==> src/rtl/ldq_pkg.sv <==
package ldq_pkg;

  // Command codes.
  localparam logic [3:0] OP_PUSH_F    = 4'd0;
  localparam logic [3:0] OP_PUSH_B    = 4'd1;
  localparam logic [3:0] OP_POP_F     = 4'd2;
  localparam logic [3:0] OP_POP_B     = 4'd3;
  localparam logic [3:0] OP_INSERT    = 4'd4;
  localparam logic [3:0] OP_REM_AT    = 4'd5;
  localparam logic [3:0] OP_REM_FIRST = 4'd6;
  localparam logic [3:0] OP_REM_ALL   = 4'd7;
  localparam logic [3:0] OP_FIND      = 4'd8;
  localparam logic [3:0] OP_PEEK_F    = 4'd9;
  localparam logic [3:0] OP_PEEK_B    = 4'd10;
  localparam logic [3:0] OP_CLEAR     = 4'd11;

  // Status codes.
  localparam logic [1:0] ST_OK    = 2'd0;
  localparam logic [1:0] ST_EMPTY = 2'd1;
  localparam logic [1:0] ST_FULL  = 2'd2;
  localparam logic [1:0] ST_MISS  = 2'd3;

  typedef struct packed {
    logic [3:0]  op;
    logic [31:0] item_value;
    logic [5:0]  slot_handle;
    logic        handle_given;
  } in_t;

  typedef struct packed {
    logic [31:0] result_value;
    logic [5:0]  result_handle;
    logic [1:0]  status;
    logic [6:0]  element_count;
  } out_t;

endpackage

==> src/rtl/linked_deque_with_search.sv <==
// Bounded double-ended list with search, held as linked slots in a slot memory.
// The input channel (in_valid, in_ready, in_data) carries one command per
// transaction; the output channel (out_valid, out_ready, out_data) returns one
// result transaction per command, in order.
// Commands are processed one at a time. in_ready is high only while the
// sequencer is idle, and it stays low until the result is placed in the output
// register, so a stalled receiver holds off the next command only once a second
// result is ready. Find, remove_first and remove_all walk the list through the
// slot memory at one element per cycle, pausing to unlink each element that
// they remove. The single read port of the slot memory, with its registered
// read, sets this pace. After reset the block sweeps both memories, marking
// every slot free and restoring the free stack; in_ready stays low meanwhile.
// The clear command runs the same sweep and then reports its result.
module linked_deque_with_search
  import ldq_pkg::*;
#(
  parameter int DEPTH      = 64,
  parameter int DATA_WIDTH = 32
) (
  input  logic clk,
  input  logic rst_n,
  input  logic in_valid,
  output logic in_ready,
  input  in_t  in_data,
  output logic out_valid,
  input  logic out_ready,
  output out_t out_data
);

  localparam int AW = $clog2(DEPTH);
  localparam int CW = AW + 1;
  localparam int DW = DATA_WIDTH;
  // Slot word: {in_use, prev, next, data}.
  localparam int WW = 1 + 2 * AW + DW;

  typedef enum logic [3:0] {
    S_INIT, S_IDLE, S_DEC, S_TAKE, S_INS_CHK, S_RMAT_CHK, S_END_RD,
    S_WALK, S_DROP, S_PW0, S_PW1, S_WNEXT, S_DONE
  } state_t;

  // Slot memory and free stack, both with a registered read.
  logic [WW-1:0] slot_mem [DEPTH];
  logic [AW-1:0] fs_mem [DEPTH];
  logic [WW-1:0] slot_q;
  logic [AW-1:0] fs_q;

  logic          slot_we;
  logic [AW-1:0] slot_waddr;
  logic [WW-1:0] slot_wdata;
  logic [AW-1:0] slot_raddr;
  logic          fs_we;
  logic [AW-1:0] fs_waddr;
  logic [AW-1:0] fs_wdata;
  logic [AW-1:0] fs_raddr;

  state_t        state_r, state_nxt;
  logic [AW-1:0] init_r, init_nxt;
  logic          clr_rep_r, clr_rep_nxt;
  logic [3:0]    op_r, op_nxt;
  logic [DW-1:0] val_r, val_nxt;
  logic [5:0]    h_r, h_nxt;
  logic          given_r, given_nxt;
  logic [AW-1:0] first_r, first_nxt;
  logic [AW-1:0] last_r, last_nxt;
  logic [CW-1:0] used_r, used_nxt;
  logic [CW-1:0] ftop_r, ftop_nxt;
  logic [AW-1:0] s_r, s_nxt;
  logic [WW-1:0] w_r, w_nxt;
  logic [AW-1:0] cur_r, cur_nxt;
  logic [CW-1:0] vis_r, vis_nxt;
  logic [CW-1:0] n_r, n_nxt;
  logic [CW-1:0] rem_r, rem_nxt;
  logic [AW-1:0] pa0_r, pa0_nxt, pa1_r, pa1_nxt;
  logic [AW-1:0] pv0_r, pv0_nxt, pv1_r, pv1_nxt;
  logic          pen1_r, pen1_nxt;
  logic [31:0]   res_value_r, res_value_nxt;
  logic [5:0]    res_handle_r, res_handle_nxt;
  logic [1:0]    res_status_r, res_status_nxt;
  logic          out_valid_r, out_valid_nxt;
  out_t          out_data_r, out_data_nxt;

  // Fields of the word just read and of the saved word.
  logic          q_use;
  logic [AW-1:0] q_next;
  logic [DW-1:0] q_data;
  logic [AW-1:0] w_prev, w_next;
  logic          full, h_in_range, q_match, at_first, at_last;
  logic [AW-1:0] h_addr, ins_b;
  state_t        ret_state;

  assign q_use      = slot_q[WW-1];
  assign q_next     = slot_q[DW+AW-1 -: AW];
  assign q_data     = slot_q[DW-1:0];
  assign w_prev     = w_r[WW-2 -: AW];
  assign w_next     = w_r[DW+AW-1 -: AW];
  assign full       = (used_r == CW'(DEPTH));
  assign h_in_range = (32'(h_r) < 32'(DEPTH));
  assign h_addr     = AW'(h_r);
  assign q_match    = (q_data == val_r);
  assign at_first   = (s_r == first_r);
  assign at_last    = (s_r == last_r);
  assign ins_b      = (op_r == OP_INSERT && given_r) ? h_addr : first_r;
  // After an unlink, remove_all goes on walking; everything else reports.
  assign ret_state  = (op_r == OP_REM_ALL) ? S_WNEXT : S_DONE;

  assign in_ready  = (state_r == S_IDLE);
  assign out_valid = out_valid_r;
  assign out_data  = out_data_r;

  always_ff @(posedge clk) begin
    if (slot_we) begin
      slot_mem[slot_waddr] <= slot_wdata;
    end
    slot_q <= slot_mem[slot_raddr];
  end

  always_ff @(posedge clk) begin
    if (fs_we) begin
      fs_mem[fs_waddr] <= fs_wdata;
    end
    fs_q <= fs_mem[fs_raddr];
  end

  always_comb begin
    state_nxt      = state_r;
    init_nxt       = init_r;
    clr_rep_nxt    = clr_rep_r;
    op_nxt         = op_r;
    val_nxt        = val_r;
    h_nxt          = h_r;
    given_nxt      = given_r;
    first_nxt      = first_r;
    last_nxt       = last_r;
    used_nxt       = used_r;
    ftop_nxt       = ftop_r;
    s_nxt          = s_r;
    w_nxt          = w_r;
    cur_nxt        = cur_r;
    vis_nxt        = vis_r;
    n_nxt          = n_r;
    rem_nxt        = rem_r;
    pa0_nxt        = pa0_r;
    pa1_nxt        = pa1_r;
    pv0_nxt        = pv0_r;
    pv1_nxt        = pv1_r;
    pen1_nxt       = pen1_r;
    res_value_nxt  = res_value_r;
    res_handle_nxt = res_handle_r;
    res_status_nxt = res_status_r;
    out_valid_nxt  = out_valid_r && !out_ready;
    out_data_nxt   = out_data_r;
    slot_we        = 1'b0;
    slot_waddr     = s_r;
    slot_wdata     = '0;
    slot_raddr     = cur_r;
    fs_we          = 1'b0;
    fs_waddr       = init_r;
    fs_wdata       = init_r;
    fs_raddr       = AW'(ftop_r - CW'(1));

    case (state_r)
      S_INIT: begin
        // One slot a cycle: mark it free and put it back on the stack.
        slot_we    = 1'b1;
        slot_waddr = init_r;
        slot_wdata = '0;
        fs_we      = 1'b1;
        init_nxt   = init_r + AW'(1);
        if (init_r == AW'(DEPTH - 1)) begin
          first_nxt   = '0;
          last_nxt    = '0;
          used_nxt    = '0;
          ftop_nxt    = CW'(DEPTH);
          clr_rep_nxt = 1'b0;
          state_nxt   = clr_rep_r ? S_DONE : S_IDLE;
        end
      end

      S_IDLE: begin
        if (in_valid) begin
          op_nxt         = in_data.op;
          val_nxt        = DW'(in_data.item_value);
          h_nxt          = in_data.slot_handle;
          given_nxt      = in_data.handle_given;
          res_value_nxt  = '0;
          res_handle_nxt = '0;
          res_status_nxt = ST_OK;
          state_nxt      = S_DEC;
        end
      end

      S_DEC: begin
        case (op_r)
          OP_PUSH_F, OP_PUSH_B: begin
            if (full) begin
              res_status_nxt = ST_FULL;
              state_nxt      = S_DONE;
            end else begin
              state_nxt = S_TAKE;
            end
          end
          OP_INSERT: begin
            if (given_r) begin
              if (!h_in_range) begin
                res_status_nxt = ST_MISS;
                state_nxt      = S_DONE;
              end else begin
                slot_raddr = h_addr;
                state_nxt  = S_INS_CHK;
              end
            end else if (full) begin
              res_status_nxt = ST_FULL;
              state_nxt      = S_DONE;
            end else begin
              state_nxt = S_TAKE;
            end
          end
          OP_POP_F, OP_POP_B, OP_PEEK_F, OP_PEEK_B: begin
            if (used_r == '0) begin
              res_status_nxt = ST_EMPTY;
              state_nxt      = S_DONE;
            end else begin
              if (op_r == OP_POP_F || op_r == OP_PEEK_F) begin
                s_nxt      = first_r;
                slot_raddr = first_r;
              end else begin
                s_nxt      = last_r;
                slot_raddr = last_r;
              end
              state_nxt = S_END_RD;
            end
          end
          OP_REM_AT: begin
            if (!given_r || !h_in_range) begin
              res_status_nxt = ST_MISS;
              state_nxt      = S_DONE;
            end else begin
              slot_raddr = h_addr;
              state_nxt  = S_RMAT_CHK;
            end
          end
          OP_REM_FIRST, OP_REM_ALL, OP_FIND: begin
            vis_nxt = '0;
            n_nxt   = used_r;
            rem_nxt = '0;
            cur_nxt = first_r;
            if (used_r == '0) begin
              res_status_nxt = (op_r == OP_REM_ALL) ? ST_OK : ST_MISS;
              state_nxt      = S_DONE;
            end else begin
              slot_raddr = first_r;
              state_nxt  = S_WALK;
            end
          end
          OP_CLEAR: begin
            init_nxt    = '0;
            clr_rep_nxt = 1'b1;
            state_nxt   = S_INIT;
          end
          default: begin
            state_nxt = S_DONE;
          end
        endcase
      end

      S_INS_CHK: begin
        if (!q_use) begin
          res_status_nxt = ST_MISS;
          state_nxt      = S_DONE;
        end else if (full) begin
          res_status_nxt = ST_FULL;
          state_nxt      = S_DONE;
        end else begin
          w_nxt     = slot_q;
          state_nxt = S_TAKE;
        end
      end

      S_TAKE: begin
        // fs_q holds the slot on top of the free stack.
        s_nxt          = fs_q;
        ftop_nxt       = ftop_r - CW'(1);
        used_nxt       = used_r + CW'(1);
        res_handle_nxt = 6'(fs_q);
        slot_we        = 1'b1;
        slot_waddr     = fs_q;
        pen1_nxt       = 1'b0;
        if (used_r == '0) begin
          first_nxt  = fs_q;
          last_nxt   = fs_q;
          slot_wdata = {1'b1, AW'(0), AW'(0), val_r};
          state_nxt  = S_DONE;
        end else if (op_r == OP_PUSH_B) begin
          slot_wdata = {1'b1, last_r, AW'(0), val_r};
          pa0_nxt    = last_r;
          pv0_nxt    = fs_q;
          last_nxt   = fs_q;
          slot_raddr = last_r;
          state_nxt  = S_PW0;
        end else if (ins_b == first_r) begin
          slot_wdata = {1'b1, AW'(0), ins_b, val_r};
          first_nxt  = fs_q;
          pen1_nxt   = 1'b1;
          pa1_nxt    = ins_b;
          pv1_nxt    = fs_q;
          slot_raddr = ins_b;
          state_nxt  = S_PW1;
        end else begin
          // Inserting in the middle: the saved word is the handle's slot.
          slot_wdata = {1'b1, w_prev, ins_b, val_r};
          pa0_nxt    = w_prev;
          pv0_nxt    = fs_q;
          pen1_nxt   = 1'b1;
          pa1_nxt    = ins_b;
          pv1_nxt    = fs_q;
          slot_raddr = w_prev;
          state_nxt  = S_PW0;
        end
      end

      S_END_RD: begin
        res_value_nxt  = 32'(q_data);
        res_handle_nxt = 6'(s_r);
        if (op_r == OP_PEEK_F || op_r == OP_PEEK_B) begin
          state_nxt = S_DONE;
        end else begin
          w_nxt     = slot_q;
          state_nxt = S_DROP;
        end
      end

      S_RMAT_CHK: begin
        if (!q_use) begin
          res_status_nxt = ST_MISS;
          state_nxt      = S_DONE;
        end else begin
          res_value_nxt  = 32'(q_data);
          res_handle_nxt = h_r;
          s_nxt          = h_addr;
          w_nxt          = slot_q;
          state_nxt      = S_DROP;
        end
      end

      S_WALK: begin
        vis_nxt = vis_r + CW'(1);
        if (q_match && op_r != OP_REM_ALL) begin
          res_handle_nxt = 6'(cur_r);
          if (op_r == OP_FIND) begin
            state_nxt = S_DONE;
          end else begin
            res_value_nxt = 32'(q_data);
            s_nxt         = cur_r;
            w_nxt         = slot_q;
            state_nxt     = S_DROP;
          end
        end else if (q_match) begin
          rem_nxt   = rem_r + CW'(1);
          s_nxt     = cur_r;
          w_nxt     = slot_q;
          cur_nxt   = q_next;
          state_nxt = S_DROP;
        end else if (vis_r + CW'(1) == n_r) begin
          if (op_r == OP_REM_ALL) begin
            res_value_nxt = 32'(rem_r);
          end else begin
            res_status_nxt = ST_MISS;
          end
          state_nxt = S_DONE;
        end else begin
          cur_nxt    = q_next;
          slot_raddr = q_next;
        end
      end

      S_DROP: begin
        // Unlink s_r, whose word is saved, and push it on the free stack.
        slot_we    = 1'b1;
        slot_waddr = s_r;
        slot_wdata = {1'b0, w_r[WW-2:0]};
        fs_we      = 1'b1;
        fs_waddr   = AW'(ftop_r);
        fs_wdata   = s_r;
        ftop_nxt   = ftop_r + CW'(1);
        used_nxt   = used_r - CW'(1);
        pa0_nxt    = w_prev;
        pv0_nxt    = w_next;
        pa1_nxt    = w_next;
        pv1_nxt    = w_prev;
        pen1_nxt   = !at_last;
        if (at_first) begin
          first_nxt = w_next;
        end
        if (at_last) begin
          last_nxt = w_prev;
        end
        if (used_r == CW'(1)) begin
          first_nxt = '0;
          last_nxt  = '0;
        end
        slot_raddr = at_first ? w_next : w_prev;
        if (!at_first) begin
          state_nxt = S_PW0;
        end else if (!at_last) begin
          state_nxt = S_PW1;
        end else begin
          state_nxt = ret_state;
        end
      end

      S_PW0: begin
        slot_we    = 1'b1;
        slot_waddr = pa0_r;
        slot_wdata = {slot_q[WW-1:DW+AW], pv0_r, slot_q[DW-1:0]};
        slot_raddr = pa1_r;
        state_nxt  = pen1_r ? S_PW1 : ret_state;
      end

      S_PW1: begin
        slot_we    = 1'b1;
        slot_waddr = pa1_r;
        slot_wdata = {slot_q[WW-1], pv1_r, slot_q[DW+AW-1:0]};
        state_nxt  = ret_state;
      end

      S_WNEXT: begin
        if (vis_r == n_r) begin
          res_value_nxt = 32'(rem_r);
          state_nxt     = S_DONE;
        end else begin
          slot_raddr = cur_r;
          state_nxt  = S_WALK;
        end
      end

      S_DONE: begin
        if (!out_valid_r || out_ready) begin
          out_valid_nxt = 1'b1;
          out_data_nxt  = '{result_value:  res_value_r,
                            result_handle: res_handle_r,
                            status:        res_status_r,
                            element_count: 7'(used_r)};
          state_nxt     = S_IDLE;
        end
      end

      default: begin
        state_nxt = S_IDLE;
      end
    endcase
  end

  always_ff @(posedge clk) begin
    if (!rst_n) begin
      state_r     <= S_INIT;
      init_r      <= '0;
      clr_rep_r   <= 1'b0;
      first_r     <= '0;
      last_r      <= '0;
      used_r      <= '0;
      ftop_r      <= CW'(DEPTH);
      pen1_r      <= 1'b0;
      out_valid_r <= 1'b0;
    end else begin
      state_r     <= state_nxt;
      init_r      <= init_nxt;
      clr_rep_r   <= clr_rep_nxt;
      first_r     <= first_nxt;
      last_r      <= last_nxt;
      used_r      <= used_nxt;
      ftop_r      <= ftop_nxt;
      pen1_r      <= pen1_nxt;
      out_valid_r <= out_valid_nxt;
    end
    op_r         <= op_nxt;
    val_r        <= val_nxt;
    h_r          <= h_nxt;
    given_r      <= given_nxt;
    s_r          <= s_nxt;
    w_r          <= w_nxt;
    cur_r        <= cur_nxt;
    vis_r        <= vis_nxt;
    n_r          <= n_nxt;
    rem_r        <= rem_nxt;
    pa0_r        <= pa0_nxt;
    pa1_r        <= pa1_nxt;
    pv0_r        <= pv0_nxt;
    pv1_r        <= pv1_nxt;
    res_value_r  <= res_value_nxt;
    res_handle_r <= res_handle_nxt;
    res_status_r <= res_status_nxt;
    out_data_r   <= out_data_nxt;
  end

endmodule

==> config.mk <==
export PLATFORM = sky130hd
export DESIGN_NAME = linked_deque_with_search
export DESIGN_NICKNAME = d
export VERILOG_FILES = /design/src/rtl/ldq_pkg.sv /design/src/rtl/linked_deque_with_search.sv
export SDC_FILE = /design/constraint.sdc
export NUM_CORES = 2
export LEC_CHECK = 0
export ABC_CLOCK_PERIOD_IN_PS = 6100
export BUFFER_PORTS_ARGS = -buffer_cell sky130_fd_sc_hd__clkbuf_2
export CAP_MARGIN = 20
export CORE_ASPECT_RATIO = 0.75
export CORE_MARGIN = 5
export CORE_UTILIZATION = 41
export CTS_CLUSTER_DIAMETER = 80
export DETAILED_ROUTE_END_ITERATION = 16
export GPL_TIMING_DRIVEN = 1
export PLACE_DENSITY = 0.61
export SETUP_SLACK_MARGIN = 0.2
export SLEW_MARGIN = 20
export SYNTH_ARGS = -nofsm -noshare
export SYNTH_HDL_FRONTEND = slang
export SYNTH_SLANG_ARGS = --single-unit
==> constraint.sdc <==
create_clock -name clk -period 6.1 [get_ports clk]
set_clock_uncertainty 0.15 [all_clocks]
set_input_delay 0.305 -clock clk [delete_from_list [all_inputs] [get_ports clk]]
set_output_delay 0.305 -clock clk [all_outputs]
set_load 0.02 [all_outputs]
==> impl_metrics.yaml <==
worst_setup_path:
  reg2reg_depth: 16
  crit_family: "compound AO/OA/AOI/OAI gates"
  critical_path.endpoint_type: "register"
  slowest_delay_ns: 0.82
  rrSetupSlack_ns: 0.37
  worstPathArrival_ns: 6.44
  path_cells: "nand3_1 -> o21a_1 -> o211a_1 -> o2111ai_1 -> buf_4 -> nand4_1 -> a31oi_1 -> buf_4 -> and2_4 -> buf_12 -> buf_12 -> a21oi_1 -> a32oi_1 -> a22oi_1 -> a21oi_1 -> or4_1"
  critical_path_class: "reg -> reg"
  critPathMaxFanout: 100
  worstReg2RegEnd: "slot_q[5]"
  critical_path_buf_inv_count: 4
  required_ns: 6.81
  cp_slowest_cell: "a21oi_1"
  r2r_start: "vis_r[2]"
  cp-start-kind: "register"
clock_tree:
  cts_tree: "built"
  cts_htree_levels: 5
  cts.clk_slew.worst_paths_ns: 0.07
  clkLatencyLatePin_ns: 0.92
  clock_sinks: 3584
  clockBufferDepth: 4
  cts_root_buf: "clkbuf_16"
  cts-buffers-inserted: 341
synthesis:
  synth.area.top_cells: "edfxtp_1 (74%), nand2_1 (6.2%), a32oi_1 (2.3%)"
  ys_top_cells_by_count: "edfxtp_1 (3,495), nand2_1 (2,353), nor2_1 (738)"
  ys_seq_elements: 3584
  avgSynthCellArea_um2: 14.1
  ys_seq_area_share_pct: 75.4
  synth_most_common_cell: "edfxtp_1"
  synth_flop_cell: "edfxtp_1"
  ys.warnings.count: 0
  synth-edff-count: 3495
  synth.top_cell.area_share_pct: 74.1
  syn-num-nets: 10100
  synth_area_um2: 142000
  synth_cell_types: 75
  synth_top_area_cell: "edfxtp_1"
  synthArstFlopShare_pct: 0
  syn_inst: 10100
placement:
  port-buffer-count: 95
  place_congestion: 0.949
  dp_hpwl_mm: 277
  pre_cts_ws_ns: 0.231
floorplan:
  rows: 186
  core-area_um2: 343000
  die_h_um: 519
  io_pins: 96
  start_util_pct: 41.3
  dieArea_um2: 357000
  die_x_um: 689
global_route:
  grt_use_met1_pct: 37.7
  grt-busiest-layer: "met1"
  grt_overflow_total: 0
  grt_util_met3_pct: 8.19
  grt_use_total_pct: 24.8
  grt_max_degree: 135
  grt_pass1_wl_mm: 644
  gr-usage-met2_pct: 34.0
  grt_pass1_vias: 86500
  antenna_found_initial: 45
route:
  drc: 0
  wire_per_inst_um: 30.0
  finalWirelength_mm: 459
  vias_per_cell: 6.08
  firstDrtPassIters: 9
  ant_nets: 0
  drtIter0Drc: 16000
  vias: 93100
layout:
  drive_above_1_share_pct: 13.8
  nets: 10500
  area_delta_synth_final_pct: 15.4
hold_path:
  hp-class: "in -> reg"
  hp-start: "in_data[25]"
  whs_endpoint: "val_r[18]"
  hold_depth: 2
timing:
  setup-violations-final: 0
  maxSlewViolCount: 0
  tightest_slew_ns: 1.21
  fin_tns_setup_ns: 0
  relSlewSlack_pct: 19.6
  timing.fmax_mhz: 174
  rsz0062_at_grt: "false"
  finalWorstSetupSlack_ns: 0.368
  hold_viol: 0
  period_minus_slack_ns: 5.73
  fin_crit_sh_pct: 94.0
power_and_ir_drop:
  power_density_nw_per_um2: 298
  leakage_nw: 51.2
  vdd_drop_max_mv: 0.239
run:
  cap_violations: 0
outcome:
  status: "finished, final reports clean"
==> how the worst max path moves through the flow <==
stage	end	cells past startpoint	from	slack (ns)
floorplan	given_r	4	state_r[1]	0.35
global placement	slot_q[20]	15	slot_q[30]	0.23
CTS	slot_q[43]	16	slot_q[30]	0.33
detailed placement	slot_q[20]	15	slot_q[30]	0.23
global route	slot_q[12]	16	vis_r[2]	0.27
finish	slot_q[5]	16	vis_r[2]	0.37
==> logic make-up (layout without fill, tap and decap cells) <==
kind of cell | count (synthesis) | count (layout) | synth area share [%]
flip-flops | 3584 | 3584 | 75.4
adder cells (fa/ha/maj) | 8 | 8 | 0.0707
multiplexers | 171 | 171 | 2.33
other | 0 | 12 | 0
AND/OR/NAND/NOR | 3718 | 3718 | 10.7
AO/OA/AOI/OAI | 1778 | 1778 | 8.90
XOR/XNOR | 83 | 83 | 0.513
buffers and inverters | 733 | 1360 | 2.11
==> repair_timing <==
action / CTS / global route
hold endpoints to repair: 101 / 0
pin swaps: 0 / 0
buffers inserted: 0 / 1
gates resized for setup: 1 / 16
endpoints found under the setup margin: 1 / 41
hold buffers: 78 / 0
==> through the flow <==
step / instance area (um2) / hold WS (ns) / utilization [%] / std cells / power [mW]
final: 163000 / 0.0591 / 47.6 / 15300 / 48.7
after global routing: 163000 / 0.0238 / 47.6 / 15300 / 50.0
after CTS: 163000 / 0.000445 / 47.5 / 15300 / 48.9
after detailed placement: 151000 / 0.255 / 44.1 / 14600 / 27.7
after global placement: 151000 / 0.255 / 44.1 / 14600 / 27.7
after floorplan: 142000 / 0.250 / - / 10100 / 27.5
==> final cells by class <==
cell class	count	area, um2
fillers	29000	180000
flip-flops and latches	3584	107000
multi-input cells	5758	32700
clock buffers	431	9110
repair buffers	698	6830
well taps	4606	5760
clock inverters	181	1970
inverters	50	195
diodes	12	30.0
==> routing by layer <==
layer / routed length (um) / vias up
li1: - / 38800
met1: 188000 / 47200
met2: 188000 / 6303
met3: 68800 / 792
met4: 13400 / 18
met5: 126 / -
==> power by group <==
part           switching (mW)  total [mW]  leakage, nW  internal (mW)
registers              0.0371        26.8         27.8           26.8
logic                   0.280       0.386         18.0          0.107
clock network            9.23        21.5         5.39           12.2
total                    9.55        48.7         51.2           39.1
==> registers in the layout, indices dropped and copies added, names as in the netlist, 32 cells and up <==
register,flops
slot_mem,2880
fs_mem,384
out_data,47
slot_q,45
w_r,44
res_value_r,32
val_r,32
==> layout by cell type, fill, tap and decap left out, drive strengths merged, types with 38 or more instances in the layout <==
cell type / Yosys / final
buf: 180 / 523
dfxtp: 89 / 89
o2111ai: 180 / 180
a21oi: 613 / 613
xnor2: 54 / 54
a31oi: 190 / 190
and2: 42 / 42
clkinv: 0 / 141
a22oi: 205 / 205
nand3: 386 / 386
dlygate4sd3: 0 / 78
nor2: 739 / 739
bufinv: 0 / 38
nand2: 2353 / 2353
mux4: 126 / 126
or4: 48 / 48
a222oi: 38 / 38
clkbuf: 503 / 528
o21ai: 71 / 71
edfxtp: 3495 / 3495
a32oi: 368 / 368
(Power assumes the default switching activity.)
